<file path="src/hdl/afwt_pkg.sv">
// Shared constants, codes and controller/datapath types of the alpha fade wait timer
package afwt_pkg;

	localparam int DURATION_BITS = 16;
	localparam int ALPHA_BITS    = 8;
	localparam int PROD_BITS     = DURATION_BITS + ALPHA_BITS;
	localparam int DIV_CNT_BITS  = $clog2(ALPHA_BITS);

	localparam logic [ALPHA_BITS-1:0]   AMAX      = {ALPHA_BITS{1'b1}};
	localparam logic [DIV_CNT_BITS-1:0] DIV_LAST  = DIV_CNT_BITS'(ALPHA_BITS - 1);

	typedef enum logic [1:0] {
		ACT_TICK,
		ACT_SET_WAIT,
		ACT_SET_FADE_OUT,
		ACT_SET_FADE_IN
	} action_t;

	typedef enum logic [2:0] {
		ST_IDLE,
		ST_EXEC,
		ST_PREP,
		ST_MUL,
		ST_DIV,
		ST_FIN
	} state_t;

	typedef struct packed {
		logic load;
		logic exec;
		logic prep;
		logic mul;
		logic div_step;
		logic out_load;
	} dp_cmd_t;

	typedef struct packed {
		logic need_div;
		logic div_done;
	} dp_status_t;

endpackage

</file>
<file path="src/hdl/afwt_ctrl.sv">
// Controller state machine: sequences update, alpha divide and result beat
module afwt_ctrl
	import afwt_pkg::*;
(
	input  logic       clk,
	input  logic       arst_n,
	input  logic       in_valid,
	output logic       in_stall,
	output logic       out_valid,
	input  logic       out_stall,
	output dp_cmd_t    cmd,
	input  dp_status_t status
);

	state_t state_q;
	state_t state_nx;
	logic   out_valid_q;

	always_comb begin
		state_nx = state_q;
		unique case (state_q)
			ST_IDLE: if (in_valid) state_nx = ST_EXEC;
			ST_EXEC: state_nx = ST_PREP;
			ST_PREP: state_nx = status.need_div ? ST_MUL : ST_FIN;
			ST_MUL:  state_nx = ST_DIV;
			ST_DIV:  if (status.div_done) state_nx = ST_FIN;
			ST_FIN:  if (!out_valid_q || !out_stall) state_nx = ST_IDLE;
			default: state_nx = ST_IDLE;
		endcase
	end

	always_comb begin
		cmd          = '0;
		cmd.load     = (state_q == ST_IDLE) && in_valid;
		cmd.exec     = (state_q == ST_EXEC);
		cmd.prep     = (state_q == ST_PREP);
		cmd.mul      = (state_q == ST_MUL);
		cmd.div_step = (state_q == ST_DIV);
		cmd.out_load = (state_q == ST_FIN) && (!out_valid_q || !out_stall);
	end

	always_ff @(posedge clk or negedge arst_n) begin
		if (!arst_n) begin
			state_q     <= ST_IDLE;
			out_valid_q <= 1'b0;
		end else begin
			state_q <= state_nx;
			if (cmd.out_load) begin
				out_valid_q <= 1'b1;
			end else if (!out_stall) begin
				out_valid_q <= 1'b0;
			end
		end
	end

	assign in_stall  = (state_q != ST_IDLE);
	assign out_valid = out_valid_q;

endmodule

</file>
<file path="src/hdl/afwt_dp.sv">
// Datapath: timers, visibility, opacity, restoring alpha divider, result register
module afwt_dp
	import afwt_pkg::*;
(
	input  logic                     clk,
	input  logic                     arst_n,
	input  dp_cmd_t                  cmd,
	output dp_status_t               status,
	input  logic [1:0]               action,
	input  logic [DURATION_BITS-1:0] duration,
	output logic                     visible,
	output logic [ALPHA_BITS-1:0]    alpha,
	output logic                     busy_res
);

	action_t                  act_q;
	logic [DURATION_BITS-1:0] dur_q;

	logic [DURATION_BITS-1:0] wait_len_q, wait_cnt_q;
	logic [DURATION_BITS-1:0] fo_len_q, fo_cnt_q;
	logic [DURATION_BITS-1:0] fi_len_q, fi_cnt_q;
	logic                     shown_q;
	logic [ALPHA_BITS-1:0]    opacity_q;

	logic                     need_div_q;
	logic                     sel_fi_q;
	logic [DURATION_BITS-1:0] op_q;
	logic [DURATION_BITS-1:0] dvs_q;
	logic [DURATION_BITS-1:0] rem_q;
	logic [ALPHA_BITS-1:0]    quo_q;
	logic [DIV_CNT_BITS-1:0]  div_cnt_q;

	logic                     vis_q;
	logic [ALPHA_BITS-1:0]    alpha_q;
	logic                     busy_q;

	logic [DURATION_BITS-1:0] wait_inc, fo_inc, fi_inc;
	logic [PROD_BITS-1:0]     prod;
	logic [DURATION_BITS:0]   trial;
	logic [DURATION_BITS:0]   diff;
	logic                     fits;
	logic                     busy_now;
	logic                     fade_step;

	assign wait_inc = wait_cnt_q + DURATION_BITS'(1);
	assign fo_inc   = fo_cnt_q + DURATION_BITS'(1);
	assign fi_inc   = fi_cnt_q + DURATION_BITS'(1);

	// AMAX * op as a shift and subtract
	assign prod  = {op_q, {ALPHA_BITS{1'b0}}} - {{ALPHA_BITS{1'b0}}, op_q};
	assign trial = {rem_q, quo_q[ALPHA_BITS-1]};
	assign diff  = trial - {1'b0, dvs_q};
	assign fits  = (trial >= {1'b0, dvs_q});

	assign busy_now = (wait_len_q != '0) || (fo_len_q != '0) || (fi_len_q != '0);

	// tick that moves a fade without ending it
	assign fade_step = (act_q == ACT_TICK) && (wait_len_q == '0) &&
		((fo_len_q != '0) ? (fo_inc != fo_len_q) : ((fi_len_q != '0) && (fi_inc != fi_len_q)));

	always_ff @(posedge clk) begin
		if (cmd.load) begin
			act_q <= action_t'(action);
			dur_q <= duration;
		end
		if (cmd.prep) begin
			op_q  <= sel_fi_q ? fi_cnt_q : (fo_len_q - fo_cnt_q);
			dvs_q <= sel_fi_q ? fi_len_q : fo_len_q;
		end
		if (cmd.mul) begin
			rem_q <= prod[PROD_BITS-1:ALPHA_BITS];
			quo_q <= prod[ALPHA_BITS-1:0];
		end else if (cmd.div_step) begin
			rem_q <= fits ? diff[DURATION_BITS-1:0] : trial[DURATION_BITS-1:0];
			quo_q <= {quo_q[ALPHA_BITS-2:0], fits};
		end
		if (cmd.out_load) begin
			vis_q   <= shown_q;
			alpha_q <= need_div_q ? quo_q : opacity_q;
			busy_q  <= busy_now;
		end
	end

	always_ff @(posedge clk or negedge arst_n) begin
		if (!arst_n) begin
			wait_len_q <= '0;
			wait_cnt_q <= '0;
			fo_len_q   <= '0;
			fo_cnt_q   <= '0;
			fi_len_q   <= '0;
			fi_cnt_q   <= '0;
			shown_q    <= 1'b1;
			opacity_q  <= AMAX;
			need_div_q <= 1'b0;
			sel_fi_q   <= 1'b0;
			div_cnt_q  <= '0;
		end else begin
			if (cmd.exec) begin
				need_div_q <= fade_step;
				unique case (act_q)
					ACT_TICK: begin
						if (wait_len_q != '0) begin
							if (wait_inc == wait_len_q) begin
								wait_len_q <= '0;
								wait_cnt_q <= '0;
								shown_q    <= 1'b0;
							end else begin
								wait_cnt_q <= wait_inc;
							end
						end else if (fo_len_q != '0) begin
							if (fo_inc == fo_len_q) begin
								fo_len_q  <= '0;
								fo_cnt_q  <= '0;
								opacity_q <= AMAX;
								shown_q   <= 1'b0;
							end else begin
								fo_cnt_q   <= fo_inc;
								sel_fi_q   <= 1'b0;
							end
						end else if (fi_len_q != '0) begin
							if (fi_inc == fi_len_q) begin
								fi_len_q  <= '0;
								fi_cnt_q  <= '0;
								opacity_q <= AMAX;
								shown_q   <= 1'b1;
							end else begin
								fi_cnt_q   <= fi_inc;
								sel_fi_q   <= 1'b1;
							end
						end
					end
					ACT_SET_WAIT: begin
						wait_len_q <= dur_q;
						wait_cnt_q <= '0;
						if (dur_q != '0) shown_q <= 1'b1;
					end
					ACT_SET_FADE_OUT: begin
						if (dur_q != '0) begin
							fo_len_q <= dur_q;
							fo_cnt_q <= '0;
						end
					end
					ACT_SET_FADE_IN: begin
						if (dur_q != '0) begin
							fi_len_q <= dur_q;
							fi_cnt_q <= '0;
							shown_q  <= 1'b1;
						end
					end
					default: ;
				endcase
			end
			if (cmd.mul) begin
				div_cnt_q <= '0;
			end else if (cmd.div_step) begin
				div_cnt_q <= div_cnt_q + DIV_CNT_BITS'(1);
			end
			if (cmd.out_load && need_div_q) begin
				opacity_q <= quo_q;
			end
		end
	end

	assign status.need_div = need_div_q;
	assign status.div_done = cmd.div_step && (div_cnt_q == DIV_LAST);

	assign visible  = vis_q;
	assign alpha    = alpha_q;
	assign busy_res = busy_q;

endmodule

</file>
<file path="src/hdl/alpha_fade_wait_timer.sv">
// Top level of the alpha fade wait timer: controller plus datapath
//
// Input channel (in_valid/in_stall) carries one action per beat: tick, set
// wait, set fade-out or set fade-in, with a 16-bit frame duration.
// Output channel (out_valid/out_stall) returns one beat per input beat:
// visible, alpha (255 opaque) and busy_res.
// One item is worked on at a time; in_stall is low only in the idle state.
// Set commands, plain ticks and ticks that end a timer skip the divider;
// a tick that moves a fade first runs the restoring divider, which makes
// one quotient bit per cycle, to work out the new alpha.
// The finished beat sits in an output register, so the next item is taken
// while it waits; a stalled receiver holds the block in its final state
// only once the following result is ready.
// Reset: no timers loaded, shown with opacity 255, out_valid low, ready for input.
module alpha_fade_wait_timer
	import afwt_pkg::*;
(
	input  logic                     clk,
	input  logic                     arst_n,
	input  logic                     in_valid,
	output logic                     in_stall,
	input  logic [1:0]               action,
	input  logic [DURATION_BITS-1:0] duration,
	output logic                     out_valid,
	input  logic                     out_stall,
	output logic                     visible,
	output logic [ALPHA_BITS-1:0]    alpha,
	output logic                     busy_res
);

	dp_cmd_t    cmd;
	dp_status_t status;

	afwt_ctrl u_ctrl (
		.clk       (clk),
		.arst_n    (arst_n),
		.in_valid  (in_valid),
		.in_stall  (in_stall),
		.out_valid (out_valid),
		.out_stall (out_stall),
		.cmd       (cmd),
		.status    (status)
	);

	afwt_dp u_dp (
		.clk      (clk),
		.arst_n   (arst_n),
		.cmd      (cmd),
		.status   (status),
		.action   (action),
		.duration (duration),
		.visible  (visible),
		.alpha    (alpha),
		.busy_res (busy_res)
	);

endmodule

</file>
<file path="config.mk">
export PLATFORM = sky130hd
export DESIGN_NAME = alpha_fade_wait_timer
export DESIGN_NICKNAME = d
export VERILOG_FILES = /design/src/hdl/afwt_pkg.sv /design/src/hdl/afwt_ctrl.sv /design/src/hdl/afwt_dp.sv /design/src/hdl/alpha_fade_wait_timer.sv
export SDC_FILE = /design/constraint.sdc
export NUM_CORES = 1
export LEC_CHECK = 0
export ABC_AREA = 0
export BUFFER_PORTS_ARGS = -buffer_cell sky130_fd_sc_hd__buf_2
export CORE_MARGIN = 2
export CORE_UTILIZATION = 50
export CTS_CLUSTER_DIAMETER = 60
export DETAILED_ROUTE_END_ITERATION = 6
export PLACE_DENSITY_LB_ADDON = 0.2
export SYNTH_ARGS = -nofsm -noshare
export SYNTH_HDL_FRONTEND = slang
export SYNTH_SLANG_ARGS = --single-unit
</file>
<file path="constraint.sdc">
create_clock -name clk -period 8.8 [get_ports clk]
set_input_delay 0 -clock clk [delete_from_list [all_inputs] [get_ports clk]]
set_output_delay 0 -clock clk [all_outputs]
set_load 0.005 [all_outputs]
</file>
==> results.json, run 1 <==
{
  "fin_crit_ns": 4.32,
  "max_cap_violations": 0,
  "clock_sinks": 198,
  "internal-power_mw": 2.72,
  "drt-pass1-iter-count": 6,
  "synth_fp_nets": 1433,
  "floorplan.initialDensity_pct": 50.4,
  "p_per_area_nw_per_um2": 346,
  "outcome": "finished, final reports clean",
  "timing.final.hold_violations": 0,
  "timing.critical_path.to_type": "register",
  "r2r-start": "u_dp.fo_cnt_q[1]",
  "design.core.area_um2": 25000,
  "final_min_period_over_clock_period_pct": 49.1,
  "wl_um": 33100,
  "setup-tns-final_ns": 0,
  "nets": 1445,
  "place_ws_ns": 4.57,
  "placed_wire_length_estimate_um": 24500,
  "viasPerCell": 6.10,
  "timing.critical_path.from": "u_dp.fo_cnt_q[1]",
  "drcViolationCount": 0,
  "clkLatencyLatePin_ns": 0.46,
  "die_y_um": 163,
  "synth_seq_area_share_pct": 42.8,
  "synthDistinctLibCells": 79,
  "clk_pin_slew_ns": 0.09,
  "cp_max_fo": 14,
  "unrepaired_setup_endpoints_after_global_routing": "no",
  "timing.final.setup_violations": 0,
  "p_comb_share_pct": 47.3,
  "worstRegToRegCells": 9,
  "critical_path.reg2reg.endpoint": "u_dp.fo_cnt_q[15]",
  "grt_start_max_net_pins": 73,
  "postSynthRegisterBits": 198,
  "timing.setup.critical_path_class": "reg2reg",
  "rows": 58,
  "ys_async_sr_fraction_pct": 57.6,
  "setup_slack_ns": 4.48,
  "antenna_cells": 0,
  "clockRootBuffer": "sky130_fd_sc_hd__clkbuf_16",
  "initial_antenna_violation_count": 2,
  "max_slew.worst_pin.slew_ns": 1.17,
  "route.detailed.wl_per_inst_um": 19.3,
  "ios": 34,
  "setup.worst_path.end": "u_dp.fo_cnt_q[15]",
  "arrival_ns": 4.66,
  "r2r_setup_slack_ns": 4.48,
  "worst_hold_path_type": "in2async",
  "timing.critical_path.required_ns": 9.14,
  "startpoint_class": "register",
  "final_common_cell": "sky130_fd_sc_hd__nand2_1",
  "synth_enable_flop_cells": 84,
  "power.ir.vdd_worst_v": 0.000162,
  "nFillCells": 2276,
  "number_of_global_route_vias_before_repair": 9667,
  "part_of_the_total_power_dissipated_in_the_clock_network_pct": 17.7,
  "synth_top_flop_cell": "sky130_fd_sc_hd__dfrtp_1",
  "die_x_um": 163,
  "io_buffer_count": 33,
  "max-slew-margin-rel_pct": 21.4,
  "layout_common_cells": "155 x sky130_fd_sc_hd__nand2_1, 105 x sky130_fd_sc_hd__dfrtp_1, 84 x sky130_fd_sc_hd__edfxtp_1",
  "wire_length_of_the_first_global_routing_pass_um": 52700,
  "share_seq_of_total_power_pct": 35.0,
  "final_antenna_net_count": 0,
  "net_sw_power_mw": 2.05,
  "post_route_cells_drive_above_1_share_pct": 8.38,
  "cts_resized": 0,
  "postSynthCellCount": 1360,
  "power_mw": 4.78,
  "die_ar_um2": 26500,
  "cts_h_tree_depth": 4,
  "cts_tree": "built",
  "layout.core_utilization_pct": 55.3,
  "worstPathCellList": "ha_1 -> nand3_1 -> nor4_1 -> nor3_1 -> a31o_2 -> and3_1 -> a21oi_1 -> nand2b_1 -> o41ai_1",
  "cts_buffers": 17,
  "yosys_warnings": 0,
  "gp_routability_congestion": 0.918,
  "critPathSlowestCell": "sky130_fd_sc_hd__a21oi_1",
  "syn-cell-area_um2": 12600,
  "fin_worst_hold_slack_ns": 0.0704,
  "drt_iter0_markers": 989,
  "postCtsHoldBufs": 21,
  "achievable-frequency_mhz": 232,
  "cts_setup_buffers": 0,
  "static-leakage-power_nw": 5.49,
  "final-max-slew-violation-count": 0,
  "sw_frac_of_total_pct": 42.9,
  "area_growth_syn_to_layout_pct": 9.56,
  "gr_usage_total_pct": 25.4,
  "clock_path_buffers": 2,
  "slowest_delay_ns": 0.85,
  "syn-mean-instance-area_um2": 9.26,
  "dr_total_vias": 10500,
  "clock_skew_ns": 0.0200,
  "grt-ovfl-total": 0
}
-- final cells by class --
cell class                      count  area [um^2]  area share [%]
Clock buffer                       17          425            3.08
Clock inverter                     15          223            1.61
Inverter                           78          293            2.12
Multi-Input combinational cell   1014         6610            47.9
Sequential cell                   198         5390            39.0
Tap cell                          330          413            2.99
Timing Repair Buffer               63          445            3.23
-- flip-flops by register name (all words and copies together) (netlist names), 2 cells and up --
name             count
u_dp.div_cnt_q       3
u_dp.opacity_q       8
u_dp.rem_q          16
u_dp.dur_q          16
u_dp.quo_q           8
u_dp.fi_len_q       16
u_dp.wait_cnt_q     16
u_dp.dvs_q          16
u_dp.fi_cnt_q       16
u_dp.alpha           8
u_dp.act_q           2
u_ctrl.state_q       3
u_dp.op_q           16
u_dp.fo_len_q       16
u_dp.fo_cnt_q       16
u_dp.wait_len_q     16
-- worst min-delay path by stage --
stage | from | slack (ns) | endpoint
3_5_place_dp | arst_n | 0.03 | u_dp.wait_cnt_q[14]
5_1_grt | arst_n | 0.13 | u_dp.wait_cnt_q[10]
4_1_cts | arst_n | 0.08 | u_dp.wait_cnt_q[14]
3_3_place_gp | arst_n | 0.04 | u_dp.wait_cnt_q[14]
6_report | arst_n | 0.07 | u_dp.wait_cnt_q[14]
2_1_floorplan | arst_n | -0.30 | u_ctrl.out_valid
-- synthesized netlist by cell type (33+ instances only) --
master	instances	area, um^2
sky130_fd_sc_hd__xor2_1	34	298
sky130_fd_sc_hd__a21oi_1	51	255
sky130_fd_sc_hd__ha_1	49	613
sky130_fd_sc_hd__o21ai_1	55	275
sky130_fd_sc_hd__nor3_1	36	180
sky130_fd_sc_hd__nand2_1	155	582
sky130_fd_sc_hd__edfxtp_1	84	2520
sky130_fd_sc_hd__xnor2_1	59	517
sky130_fd_sc_hd__clkbuf_1	44	165
sky130_fd_sc_hd__nor2_1	81	304
sky130_fd_sc_hd__nand3_1	33	165
sky130_fd_sc_hd__o21ai_0	68	340
sky130_fd_sc_hd__inv_1	76	285
sky130_fd_sc_hd__dfrtp_1	105	2630
-- power by group through the flow --
stage | sequential [mW] | clock [mW] | combinational (mW)
floorplan | 1.55 | 0 | 1.74
detailed placement | 1.68 | 0 | 2.22
global route | 1.70 | 0.893 | 2.50
finish | 1.67 | 0.845 | 2.26
global placement | 1.68 | 0 | 2.19
CTS | 1.66 | 0.856 | 2.24
-- cell families after synthesis --
logic type | share of synthesized area (%)
compound gates | 18.6
xor+xnor | 6.47
buf+inv | 4.80
fa+ha+maj | 5.19
simple gates | 18.6
mux | 3.54
flops | 42.8
-- worst max-delay path: cells and delay by family, from the launching register on --
kind,cells,cell delay [ns]
compound gates,3,1.49
simple gates,5,1.96
flops,1,0.46
fa+ha+maj,1,0.29
-- stage by stage --
stage,instance area (um^2),std cells
floorplan,12600,1360
detailed placement,12900,1662
global placement,12900,1662
finish,13800,1715
global route,13800,1715
CTS,13800,1715
-- layer usage --
layer / GRT usage [%] / wire length, um / vias up
li1: - / - / 5006
met1: 35.0 / 15000 / 5040
met2: 41.2 / 15300 / 352
met3: 3.79 / 1760 / 63
met4: 8.97 / 932 / 4
met5: 0 / 24 / -
(Power assumes the default switching activity.)
==> run 2: changes to the inputs <==
==> constraint.sdc (replaced) <==
create_clock -name clk -period 4.2 [get_ports clk]
set_input_delay 0 -clock clk [delete_from_list [all_inputs] [get_ports clk]]
set_output_delay 0 -clock clk [all_outputs]
set_load 0.005 [all_outputs]
==> run 2 against run 1 <==
Against the previous run:
- count of clock-buffer cells in the layout is the same
- combinational power grew 110%
- power is 110% higher
- register-to-register slack worse by 4.0 ns
- die area unchanged
- sequential cell count did not move
- via count grew 0.65%
- non-clock buffer count is 9 higher
- final cell count increased by 0.52%
- largest cell class unchanged
==> results.json, run 2 (synthesis gave the netlist of run 1 again) <==
{
  "final_common_cell": "sky130_fd_sc_hd__nand2_1",
  "clk_pin_slew_ns": 0.09,
  "grt-ovfl-total": 0,
  "antenna_cells": 0,
  "p_per_area_nw_per_um2": 722,
  "instances_no_fill": 1724,
  "static-leakage-power_nw": 5.52,
  "cp_max_fo": 10,
  "layout.core_utilization_pct": 55.4,
  "grt_start_max_net_pins": 65,
  "timing.setup.critical_path_class": "reg2reg",
  "dr_total_vias": 10500,
  "viasPerCell": 6.11,
  "timing.final.setup_violations": 0,
  "cts_buffers": 17,
  "max_slew.worst_pin.slew_ns": 1.18,
  "cts_tree": "built",
  "critPathMostFrequentCell": "sky130_fd_sc_hd__a221o_1",
  "dpl-instance-area_um2": 13000,
  "area_growth_syn_to_layout_pct": 9.88,
  "design.core.area_um2": 25000,
  "number_of_buffers_and_inverters_on_the_critical_path": 1,
  "timing.final.hold_violations": 0,
  "power.ir.vdd_worst_v": 0.000356,
  "cts_h_tree_depth": 4,
  "worstPathCellList": "ha_1 -> nor2b_1 -> o31a_1 -> o41a_1 -> a221o_1 -> a2111o_1 -> a221o_1 -> buf_4 -> nor2_1 -> a221o_1",
  "outcome": "finished, final reports clean",
  "ios": 34,
  "critPathSlowestCell": "sky130_fd_sc_hd__a221o_1",
  "die_x_um": 163,
  "initial_antenna_violation_count": 1,
  "timing.critical_path.required_ns": 4.51,
  "wl_um": 33600,
  "slowest_delay_ns": 0.52,
  "startpoint_class": "register",
  "drt_iter0_markers": 1283,
  "post_route_cells_drive_above_1_share_pct": 8.97,
  "io_buffer_count": 33,
  "gr_usage_total_pct": 26.3,
  "final-max-slew-violation-count": 0,
  "timing.critical_path.to_type": "register",
  "max_cap_violations": 0,
  "setup-tns-final_ns": 0,
  "clock_sinks": 198,
  "arrival_ns": 3.99,
  "die_y_um": 163,
  "wire_length_of_the_first_global_routing_pass_um": 54700,
  "largest_delay_share_family_worst_path": "compound AO/OA/AOI/OAI gates",
  "rows": 58,
  "layout_common_cells": "155 x sky130_fd_sc_hd__nand2_1, 105 x sky130_fd_sc_hd__dfrtp_1, 84 x sky130_fd_sc_hd__edfxtp_1",
  "place.detailed.instances": 1671,
  "final_min_period_over_clock_period_pct": 87.4,
  "final_design_area_no_fill_um2": 13800,
  "achievable-frequency_mhz": 272,
  "final_antenna_net_count": 0,
  "clkLatencyLatePin_ns": 0.45,
  "fin_worst_hold_slack_ns": 0.0851,
  "die_ar_um2": 26500,
  "fin_crit_ns": 3.67,
  "drt-pass1-iter-count": 5,
  "gp_routability_congestion": 0.939,
  "drcViolationCount": 0,
  "route.detailed.wl_per_inst_um": 19.5,
  "max-slew-margin-rel_pct": 20.9,
  "nets": 1454,
  "clock_skew_ns": 0.0175,
  "worst_hold_path_type": "in2async",
  "clock_path_buffers": 2,
  "placed_wire_length_estimate_um": 24700,
  "clockRootBuffer": "sky130_fd_sc_hd__clkbuf_16",
  "number_of_global_route_vias_before_repair": 10000,
  "floorplan.initialDensity_pct": 50.4,
  "unrepaired_setup_endpoints_after_global_routing": "no"
}
-- run 2: changes by cell type in the layout (fill, tap and decap cells not counted) --
cell,previous run,this run
sky130_fd_sc_hd__inv_16,1,0
sky130_fd_sc_hd__clkinv_4,0,1
sky130_fd_sc_hd__clkinv_8,4,6
sky130_fd_sc_hd__inv_12,6,2
sky130_fd_sc_hd__clkinv_2,0,1
sky130_fd_sc_hd__buf_4,10,19
sky130_fd_sc_hd__inv_8,2,3
-- run 2: power breakdown --
| part | internal, mW | total, mW | switching [mW] | leakage (nW) |
|---|---|---|---|---|
| clock network | 0.821 | 1.71 | 0.893 | 0.301 |
| registers | 2.84 | 3.52 | 0.678 | 2.28 |
| logic | 2.05 | 4.76 | 2.71 | 2.94 |
-- run 2: layer usage --
layer	GRT usage [%]	part of all wire [%]
met3	3.18	4.4
met5	0	0.039
met1	36.4	46
met2	43.0	48
met4	8.69	2.3
-- run 2: cell type report --
cell class	instances	area (um^2)
fillers	2282	11100
multi-input cells	1014	6610
flip-flops and latches	198	5390
repair buffers	72	513
clock buffers	17	425
well taps	330	413
inverters	78	293
clock inverters	15	195
-- run 2: per-stage QoR --
stage                     total power [mW]  setup WS (ns)
after floorplan                       6.89          0.656
after global placement                8.09          0.580
after detailed placement              8.21          0.552
after CTS                             9.96          0.522
after global routing                  10.7          0.340
final                                 10.0          0.528
-- run 2: repair_timing --
item | 4_1_cts | 5_1_grt
endpoints found under the hold margin | 65 | 0
resized for setup | 0 | 0
buffers inserted | 0 | 0
hold buffers | 21 | 0
-- run 2: worst paths after layout --
| path | start | to | slack (ns) | cells after the start |
|---|---|---|---|---|
| worst max-delay path | u_dp.rem_q[0] | u_dp.rem_q[6] | 0.53 | 10 |
| worst min-delay path | arst_n | u_dp.wait_cnt_q[9] | 0.09 | 2 |
| worst max register to register | u_dp.rem_q[0] | u_dp.rem_q[6] | 0.53 | 10 |
| worst min register to register | u_dp.wait_cnt_q[15] | u_dp.wait_cnt_q[15] | 0.51 | 1 |
| max in group asynchronous | arst_n | u_dp.opacity_q[7] | 3.16 | 3 |
| min in group clk | duration[5] | u_dp.dur_q[5] | 0.25 | 2 |
